`config.mk`:
```
export PLATFORM = sky130hd
export DESIGN_NAME = sgpg_div_cell
export DESIGN_NICKNAME = d
export VERILOG_FILES = /design/src/rtl/sgpg_pkg.sv /design/src/rtl/sgpg_div_cell.sv
export SDC_FILE = /design/constraint.sdc
export NUM_CORES = 1
export LEC_CHECK = 0
export BUFFER_PORTS_ARGS = -buffer_cell sky130_fd_sc_hd__buf_4
export CORE_MARGIN = 5
export CORE_UTILIZATION = 44
export DETAILED_ROUTE_END_ITERATION = 8
export PLACE_DENSITY = 0.8
export SETUP_SLACK_MARGIN = 0.2
export SYNTH_ARGS = -nofsm -noshare
export SYNTH_HDL_FRONTEND = slang
export SYNTH_SLANG_ARGS = --single-unit
```
`constraint.sdc`:
```
create_clock -name clk -period 2.09 [get_ports clk]
set_input_delay 0.209 -clock clk [delete_from_list [all_inputs] [get_ports clk]]
set_output_delay 0.209 -clock clk [all_outputs]
set_load 0.05 [all_outputs]
```
`src/rtl/sgpg_pkg.sv`:
```
// ----------------------------------------------------------------------------
// sgpg_pkg
// Shared constants, register indexes, series tables and pipeline types of the
// spherical grid point generator.
// ----------------------------------------------------------------------------
package sgpg_pkg;

  localparam int unsigned MAX_BANDWIDTH_DEF = 128;

  localparam logic [7:0]  BANDWIDTH_RESET = 8'd32;
  localparam logic [15:0] RADIUS_RESET    = 16'd6400;

  // Configuration register indexes.
  localparam logic [7:0] CFG_IDX_BANDWIDTH = 8'd0;
  localparam logic [7:0] CFG_IDX_RADIUS    = 8'd1;

  // Pi in Q2.30, one in Q2.30 and the rounding half for a shift by 30.
  localparam logic [31:0] PI_Q30   = 32'd3373259426;
  localparam logic [30:0] ONE_Q30  = 31'h4000_0000;
  localparam logic [46:0] HALF_Q30 = 47'h2000_0000;

  // Taylor series: term k is divided by a constant, done as a multiply by
  // ceil(2^SH / DIV) and a right shift by SH, exact for operands below 2^30.
  localparam int SIN_TERMS = 5;
  localparam int COS_TERMS = 6;

  localparam longint unsigned SIN_DIV [1:5] = '{6, 20, 42, 72, 110};
  localparam int              SIN_SH  [1:5] = '{33, 35, 36, 37, 37};
  localparam longint unsigned COS_DIV [1:6] = '{2, 12, 30, 56, 90, 132};
  localparam int              COS_SH  [1:6] = '{31, 34, 35, 36, 37, 38};

  localparam logic [30:0] SIN_RCP [1:5] = '{
    31'(((64'd1 << SIN_SH[1]) + SIN_DIV[1] - 64'd1) / SIN_DIV[1]),
    31'(((64'd1 << SIN_SH[2]) + SIN_DIV[2] - 64'd1) / SIN_DIV[2]),
    31'(((64'd1 << SIN_SH[3]) + SIN_DIV[3] - 64'd1) / SIN_DIV[3]),
    31'(((64'd1 << SIN_SH[4]) + SIN_DIV[4] - 64'd1) / SIN_DIV[4]),
    31'(((64'd1 << SIN_SH[5]) + SIN_DIV[5] - 64'd1) / SIN_DIV[5])
  };

  localparam logic [30:0] COS_RCP [1:6] = '{
    31'(((64'd1 << COS_SH[1]) + COS_DIV[1] - 64'd1) / COS_DIV[1]),
    31'(((64'd1 << COS_SH[2]) + COS_DIV[2] - 64'd1) / COS_DIV[2]),
    31'(((64'd1 << COS_SH[3]) + COS_DIV[3] - 64'd1) / COS_DIV[3]),
    31'(((64'd1 << COS_SH[4]) + COS_DIV[4] - 64'd1) / COS_DIV[4]),
    31'(((64'd1 << COS_SH[5]) + COS_DIV[5] - 64'd1) / COS_DIV[5]),
    31'(((64'd1 << COS_SH[6]) + COS_DIV[6] - 64'd1) / COS_DIV[6])
  };

  typedef struct packed {
    logic valid;
    logic oor;
  } pipe_ctl_t;

  // Per-angle series state; index 0 is the polar angle, index 1 the azimuth.
  typedef struct packed {
    logic [1:0]         quad;
    logic               swap;
    logic [29:0]        x2;
    logic [29:0]        term_s;
    logic signed [32:0] sum_s;
    logic [30:0]        term_c;
    logic signed [32:0] sum_c;
    logic [29:0]        p_s;
    logic [29:0]        p_c;
  } angle_t;

  typedef angle_t [1:0] angle_pair_t;

endpackage

```
`src/rtl/sgpg_div_cell.sv`:
```
// ----------------------------------------------------------------------------
// sgpg_div_cell
// One restoring division step for both angles: one quotient bit per cell.
// ----------------------------------------------------------------------------
module sgpg_div_cell #(
  parameter int B_W = 8
) (
  input  logic                  clk,
  input  logic                  rst_n,
  input  logic                  en,
  input  logic [B_W-1:0]        divisor,
  input  sgpg_pkg::pipe_ctl_t   ctl_i,
  input  logic [1:0][B_W-1:0]   rem_i,
  input  logic [1:0][31:0]      lo_i,
  input  logic [1:0][31:0]      quo_i,
  output sgpg_pkg::pipe_ctl_t   ctl_o,
  output logic [1:0][B_W-1:0]   rem_o,
  output logic [1:0][31:0]      lo_o,
  output logic [1:0][31:0]      quo_o
);
  import sgpg_pkg::*;

  pipe_ctl_t           ctl_r;
  logic [1:0][B_W-1:0] rem_r, rem_nxt;
  logic [1:0][31:0]    lo_r, lo_nxt;
  logic [1:0][31:0]    quo_r, quo_nxt;

  always_comb begin
    for (int a = 0; a < 2; a++) begin
      logic [B_W:0] trial;
      logic         ge;
      trial      = {rem_i[a], lo_i[a][31]};
      ge         = trial >= {1'b0, divisor};
      rem_nxt[a] = ge ? B_W'(trial - {1'b0, divisor}) : B_W'(trial);
      lo_nxt[a]  = {lo_i[a][30:0], 1'b0};
      quo_nxt[a] = {quo_i[a][30:0], ge};
    end
  end

  always_ff @(posedge clk) begin
    if (!rst_n) begin
      ctl_r <= '0;
    end else if (en) begin
      ctl_r <= ctl_i;
    end
  end

  always_ff @(posedge clk) begin
    if (en) begin
      rem_r <= rem_nxt;
      lo_r  <= lo_nxt;
      quo_r <= quo_nxt;
    end
  end

  assign ctl_o = ctl_r;
  assign rem_o = rem_r;
  assign lo_o  = lo_r;
  assign quo_o = quo_r;

endmodule

```
==> impl_metrics.py, run 1 <==
metrics = {
    "clocking": {
        "h-tree-depth": 4,
        "tritoncts": "built",
        "insertion_delay_ps": 400,
        "clk_pin_slew_worst_paths_ps": 50,
        "cts_max_path_buffers": 2,
        "cts_resized": 0,
        "clock_sinks": 144,
        "cts_made_buffers": 17,
        "cts_root_buf": "clkbuf_16",
    },
    "placement": {
        "dpl_cell_area_sq_mm": 0.00783,
        "place_congestion": 0.898,
        "numPortBuffers": 298,
        "dp.final_hpwl_microns": 12400,
    },
    "worst_setup_path": {
        "endpoint_kind": "flip-flop",
        "start_kind": "input pin",
        "reg2reg_from": "ctl_o[0]$_SDFFE_PN0P_",
        "ff2ff_setup_slack_ps": 1460,
        "reg2regPathDepth": 2,
        "arrival_ps": 1780,
        "r2r-end": "ctl_o[0]$_SDFFE_PN0P_",
        "worstSetupPathType": "input pin to flip-flop",
        "cp_max_fo": 8,
        "critPathRequiredTime_ps": 2230,
    },
    "die": {
        "die-width_microns": 120,
        "die_area_sq_mm": 0.0143,
        "die_y_microns": 120,
        "ioPinCount": 303,
        "rows": 40,
        "core_area_sq_mm": 0.0119,
        "start_util_pct": 44.5,
    },
    "route": {
        "drt_iter0_drc": 396,
        "vias_per_cell": 5.02,
        "vias": 4446,
        "drc": 0,
        "wl_per_cell_microns": 23.6,
        "ant_nets": 0,
        "drt_wl_total_microns": 20900,
        "drtPass1Iterations": 5,
    },
    "timing": {
        "hold_violations": 0,
        "final.period_utilization_pct": 78.2,
        "fmax_mhz": 612,
        "finalSetupTns_ps": 0,
        "final.min_clock_period_ps": 1630,
        "finClkSkew_ps": 0,
        "holdWs_ps": 25.7,
        "rsz0062_at_grt": "no",
        "drv_slew": 0,
        "finalSetupViolCount": 0,
    },
    "synthesis": {
        "ys_types": 45,
        "yosys-top-cells-area": "edfxtp_1, ha_1, mux2i_1",
        "ys_seq_elements": 144,
        "ys_warn_count": 0,
        "synthArstFlopShare_pct": 0,
        "synth-seq-area-share_pct": 81.2,
        "netlist_area_sq_mm": 0.00530,
        "synth_edf_count": 142,
        "synth_top_area_share_pct": 80.4,
        "yosys.area.top_type": "edfxtp_1",
        "syn_area_per_cell_sq_um": 19.5,
        "postSynthCellCount": 272,
        "ys.flop_type": "edfxtp_1",
    },
    "finish": {
        "final_nets": 899,
        "area_growth_pct": 81.6,
        "final_core_util_pct": 80.8,
        "final_cell_area_sq_mm": 0.00963,
        "final_layout_size_suffix_gt1_share_pct": 47.8,
    },
    "global_routing": {
        "grtUsageTotal_pct": 28.9,
        "antenna_found_initial": 3,
        "grt_max_degree": 47,
        "grt_pass1_vias": 4718,
        "grt_pass1_wl_microns": 30000,
        "gr-total-overflow": 0,
    },
    "worst_hold_path": {
        "min_path_type": "input pin to flip-flop",
        "hold-path-endpoint": "ctl_o[1]$_SDFFE_PN0P_",
        "min-delay-start": "rst_n",
        "min_path_cells": 2,
    },
    "power_and_ir_drop": {
        "p_per_area_mw_per_mm2": 899,
        "peakVddDrop_uv": 537,
        "p_leak_uw": 0.00419,
    },
    "job": {
        "cap_violations": 0,
    },
    "status": {
        "status": "complete, no violations",
    },
}
metrics by stage:
step | cells | setup WS (ps) | power, uW
finish | 886 | 456 | 8650
floorplan | 273 | 226 | 4740
CTS | 883 | 479 | 8540
detailed placement | 728 | 40.3 | 5520
global route | 886 | 327 | 8900
global placement | 728 | 107 | 5480
area by class of cell:
class                      count  area, sq um
antenna                        3         7.51
clock buffer                  19          433
clock inverter                12          118
fill                         610         2290
inverter                      15         56.3
multi-input combinational    111          918
sequential                   144         4300
tap                          147          184
timing repair buffer         435         3600
what timing repair did:
| action | CTS | global route |
|---|---|---|
| setup buffers | 0 | 0 |
| hold endpoints to repair | 124 | 0 |
| hold buffers | 124 | 0 |
worst max-delay path: stages:
cell and delay (ps):
buf_4 70, inv_1 50, ha_1 360, a21oi_1 200
o21ai_1 160, a221oi_4 380, buf_4 220, o31ai_1 110
where the power goes:
part / internal [uW] / leakage [uW] / switching [uW] / total, uW
clock network: 1740 / 0.000272 / 1180 / 2920
registers: 3470 / 0.00141 / 102 / 3570
logic: 803 / 0.00251 / 1360 / 2170
total: 6010 / 0.00419 / 2650 / 8650
cell usage after synthesis, drive strengths merged, types with 2 or more instances:
cell type / instances
edfxtp: 142
ha: 16
inv: 15
o21ai: 15
nand2: 9
a21oi: 8
mux2i: 7
nor2: 6
mux2: 4
nor2b: 4
a21boi: 3
buf: 3
nand2b: 3
nand3: 3
o21a: 3
xnor2: 3
xor2: 3
a211oi: 2
a221oi: 2
and2: 2
dfxtp: 2
fa: 2
o31ai: 2
per-layer routing:
metal  up-vias  track usage (%)  routed length [microns]
met4         0             12.8                      711
met2       277             49.8                    10900
met3        43             10.7                     1890
li1       1956                -                        -
met1      2170             31.9                     7370
met5         -                0                        0
sequential cells by signal, indices dropped and copies added (netlist names):
| signal | flops |
|---|---|
| ctl_o | 2 |
| rem_o | 16 |
| lo_o | 62 |
| quo_o | 64 |
kinds of logic after synthesis:
logic type | after synthesis | share of synthesized area (%)
fa+ha+maj | 18 | 4.53
compound gates | 40 | 5.66
buf+inv | 18 | 1.56
flops | 144 | 81.2
xor+xnor | 6 | 0.991
simple gates | 34 | 3.54
mux | 11 | 2.45
other cells | 1 | 0.0707
placed cells by master, fill, tap and decap left out, types with 3 or more instances in the layout:
master,n
buf_4,308
edfxtp_1,142
dlygate4sd3_1,124
clkbuf_16,17
ha_1,16
inv_1,14
nand2_1,9
o21ai_1,7
o21ai_0,7
mux2i_1,7
a21oi_1,6
nor2_1,6
clkinv_2,5
mux2_4,4
diode_2,3
nor2b_1,3
nand2b_1,3
o21a_1,3
xor2_1,3
xnor2_1,3
nand3_1,3
worst max path at each step:
stage / startpoint / end / slack, ps / depth (start not counted)
floorplan: divisor[6] / rem_o[2]$_DFFE_PP_ / 230 / 7
global placement: divisor[6] / rem_o[6]$_DFFE_PP_ / 110 / 8
detailed placement: divisor[6] / rem_o[6]$_DFFE_PP_ / 40 / 8
CTS: divisor[6] / rem_o[6]$_DFFE_PP_ / 480 / 8
global route: divisor[6] / rem_o[12]$_DFFE_PP_ / 330 / 9
finish: divisor[6] / rem_o[12]$_DFFE_PP_ / 460 / 8
Note: power is estimated with default switching activity, not from simulation.
==> run 2: changes to the inputs <==
--- a/config.mk
+++ b/config.mk
@@ -7,9 +7,9 @@
 export LEC_CHECK = 0
 export BUFFER_PORTS_ARGS = -buffer_cell sky130_fd_sc_hd__buf_4
 export CORE_MARGIN = 5
-export CORE_UTILIZATION = 44
+export CORE_UTILIZATION = 40
 export DETAILED_ROUTE_END_ITERATION = 8
-export PLACE_DENSITY = 0.8
+export PLACE_DENSITY = 0.77
 export SETUP_SLACK_MARGIN = 0.2
 export SYNTH_ARGS = -nofsm -noshare
 export SYNTH_HDL_FRONTEND = slang
==> constraint.sdc (replaced) <==
create_clock -name clk -period 1.4 [get_ports clk]
set_input_delay 0.14 -clock clk [delete_from_list [all_inputs] [get_ports clk]]
set_output_delay 0.14 -clock clk [all_outputs]
set_load 0.05 [all_outputs]
==> run 2 against run 1 <==
Net effect:
- the run now ends with negative setup slack left
- global-route usage down 1.9 points
- core utilization shrank 1.1 points
- design area is 8.8% higher
- combinational power grew 66%
- via count is 4.3% higher
- clock skew is the same
- register-to-register slack got worse by 680 ps
- cell count grew 7.7%
- worst setup slack got worse by 510 ps
- flip-flop and latch count is the same
- critical endpoint is now rem_o[15]$_DFFE_PP_
- largest cell class unchanged
- largest power group unchanged
==> impl_metrics.py, run 2 (synthesis results as in run 1) <==
metrics = {
    "status": {
        "status": "finished with violations",
        "violations": "negative setup slack",
    },
    "finish": {
        "fillers": 723,
        "layout_commonest_cell": "buf_4",
        "final-seq-area_sq_mm": 0.00430,
        "layout_common_cells": "buf_4, edfxtp_1, dlygate4sd3_1, buf_6, clkbuf_16",
        "final_cells": 954,
        "multi_input_area_sq_mm": 0.00122,
        "largest_reg_flops": 64,
        "final_nets": 940,
        "final_layout_size_suffix_gt1_share_pct": 55.8,
        "area_growth_pct": 97.5,
        "diodes": 0,
        "final_core_util_pct": 79.7,
    },
    "power_and_ir_drop": {
        "peakVddDrop_uv": 888,
        "p_leak_uw": 0.00448,
        "p_per_area_mw_per_mm2": 1310,
    },
    "global_routing": {
        "busiest_layer": "met2",
        "grt_pass1_wl_microns": 31200,
        "grt_max_degree": 44,
        "grtUsageTotal_pct": 26.9,
        "grtUsageMet2_pct": 49.3,
        "gr-total-overflow": 0,
        "gr-usage-met1_pct": 28.5,
        "antenna_found_initial": 0,
        "grt_pass1_vias": 4989,
        "use_met3_pct": 8.74,
    },
    "die": {
        "start_util_pct": 40.4,
        "rows": 42,
        "die-width_microns": 125,
        "die_y_microns": 125,
        "die_area_sq_mm": 0.0157,
        "core_area_sq_mm": 0.0131,
        "ioPinCount": 303,
    },
    "route": {
        "vias_per_cell": 4.86,
        "drc": 0,
        "wl_per_cell_microns": 23.6,
        "drt_wl_total_microns": 22500,
        "vias": 4638,
        "ant_nets": 0,
        "drtPass1Iterations": 4,
        "drt_iter0_drc": 334,
    },
    "worst_setup_path": {
        "max_stage_delay_ps": 300,
        "cpLargestDelayFamily": "compound AO/OA/AOI/OAI gates",
        "cp_max_fo": 4,
        "arrival_ps": 1620,
        "worstSetupPathType": "input pin to flip-flop",
        "cp_cell_sequence": "buf_6, clkinvlp_4, ha_4, and4_1, and2_4, a221oi_4, buf_4, a31o_4, o22a_1",
        "critPathRequiredTime_ps": 1560,
        "crit_slowest_cell": "ha_4",
        "cp_num_buf_inv": 3,
        "start_kind": "input pin",
        "endpoint_kind": "flip-flop",
        "ff2ff_setup_slack_ps": 780,
    },
    "clocking": {
        "clock_sinks": 144,
        "clk_pin_slew_worst_paths_ps": 60,
        "tritoncts": "built",
        "cts_max_path_buffers": 2,
        "h-tree-depth": 4,
        "insertion_delay_ps": 410,
        "cts_root_buf": "clkbuf_16",
        "cts_made_buffers": 17,
    },
    "timing": {
        "finalSetupTns_ps": -104,
        "final.period_utilization_pct": 104,
        "holdWs_ps": 21.0,
        "fmax_mhz": 686,
        "fin_ws_ps": -57.6,
        "final.min_clock_period_ps": 1460,
        "rsz0062_at_grt": "yes",
        "finClkSkew_ps": 0,
        "finalSetupViolCount": 7,
        "hold_violations": 0,
        "drv_slew": 0,
    },
    "placement": {
        "dp.final_hpwl_microns": 12700,
        "dp.cells": 788,
        "numPortBuffers": 298,
        "dp_worst_setup_slack_ps": -543,
        "place_congestion": 0.962,
    },
    "worst_hold_path": {
        "min_path_type": "input pin to flip-flop",
    },
    "job": {
        "cap_violations": 0,
    },
}
run 2: changes by cell type in the layout (fill, tap and decap cells not counted), sizes merged:
cell	previous run	this run
buf	311	350
clkinvlp	1	4
diode	3	0
clkbuf	19	17
dlygate4sd3	124	126
bufinv	2	3
clkinv	8	7
run 2: worst paths after layout:
| path | startpoint | endpoint | cells past startpoint |
|---|---|---|---|
| worst max-delay path | divisor[5] | rem_o[15]$_DFFE_PP_ | 9 |
| worst min-delay path | ctl_i[0] | ctl_o[0]$_SDFFE_PN0P_ | 3 |
| worst max register to register | ctl_o[0]$_SDFFE_PN0P_ | ctl_o[0]$_SDFFE_PN0P_ | 2 |
| worst min register to register | ctl_o[0]$_SDFFE_PN0P_ | ctl_o[0]$_SDFFE_PN0P_ | 2 |
run 2: area by class of cell:
cell class              instances  share of cell area [%]
repair buffers                476                    38.6
multi-input cells             111                    11.7
well taps                     176                    2.10
flip-flops and latches        144                    41.1
clock buffers                  17                    4.06
clock inverters                15                    1.76
inverters                      15                   0.717
run 2: per-stage QoR:
stage,power [uW],cell area [sq um]
global route,14100,10500
finish,13700,10500
floorplan,7120,5440
CTS,13400,10300
global placement,8350,8240
detailed placement,8410,8240
run 2: where the power goes:
group          switching [uW]  total [uW]  internal (uW)
Sequential                169        5350           5180
Combinational            2170        3610           1450
Clock                    1880        4710           2830
Total                    4220       13700           9450
run 2: layer usage:
metal	wire length [microns]	vias up	part of all wire (%)
li1	-	2038	-
met1	7750	2293	34
met4	753	0	3.3
met3	1530	48	6.8
met5	0	-	0
met2	12500	259	55
run 2: timing repair:
action                                  in CTS  in global routing
gates cloned                                 0                  0
endpoints found under the setup margin      18                 39
resized for setup                           29                 44
buffers inserted                             7                  1
pin swaps                                   13                 14
endpoints found under the hold margin      126                  0
hold buffers                               127                  0
run 2: worst reg2reg max path, cell delays in order (launching register included):
cell,delay (ps)
dfxtp_1,310
mux2i_1,140
nor2b_1,60
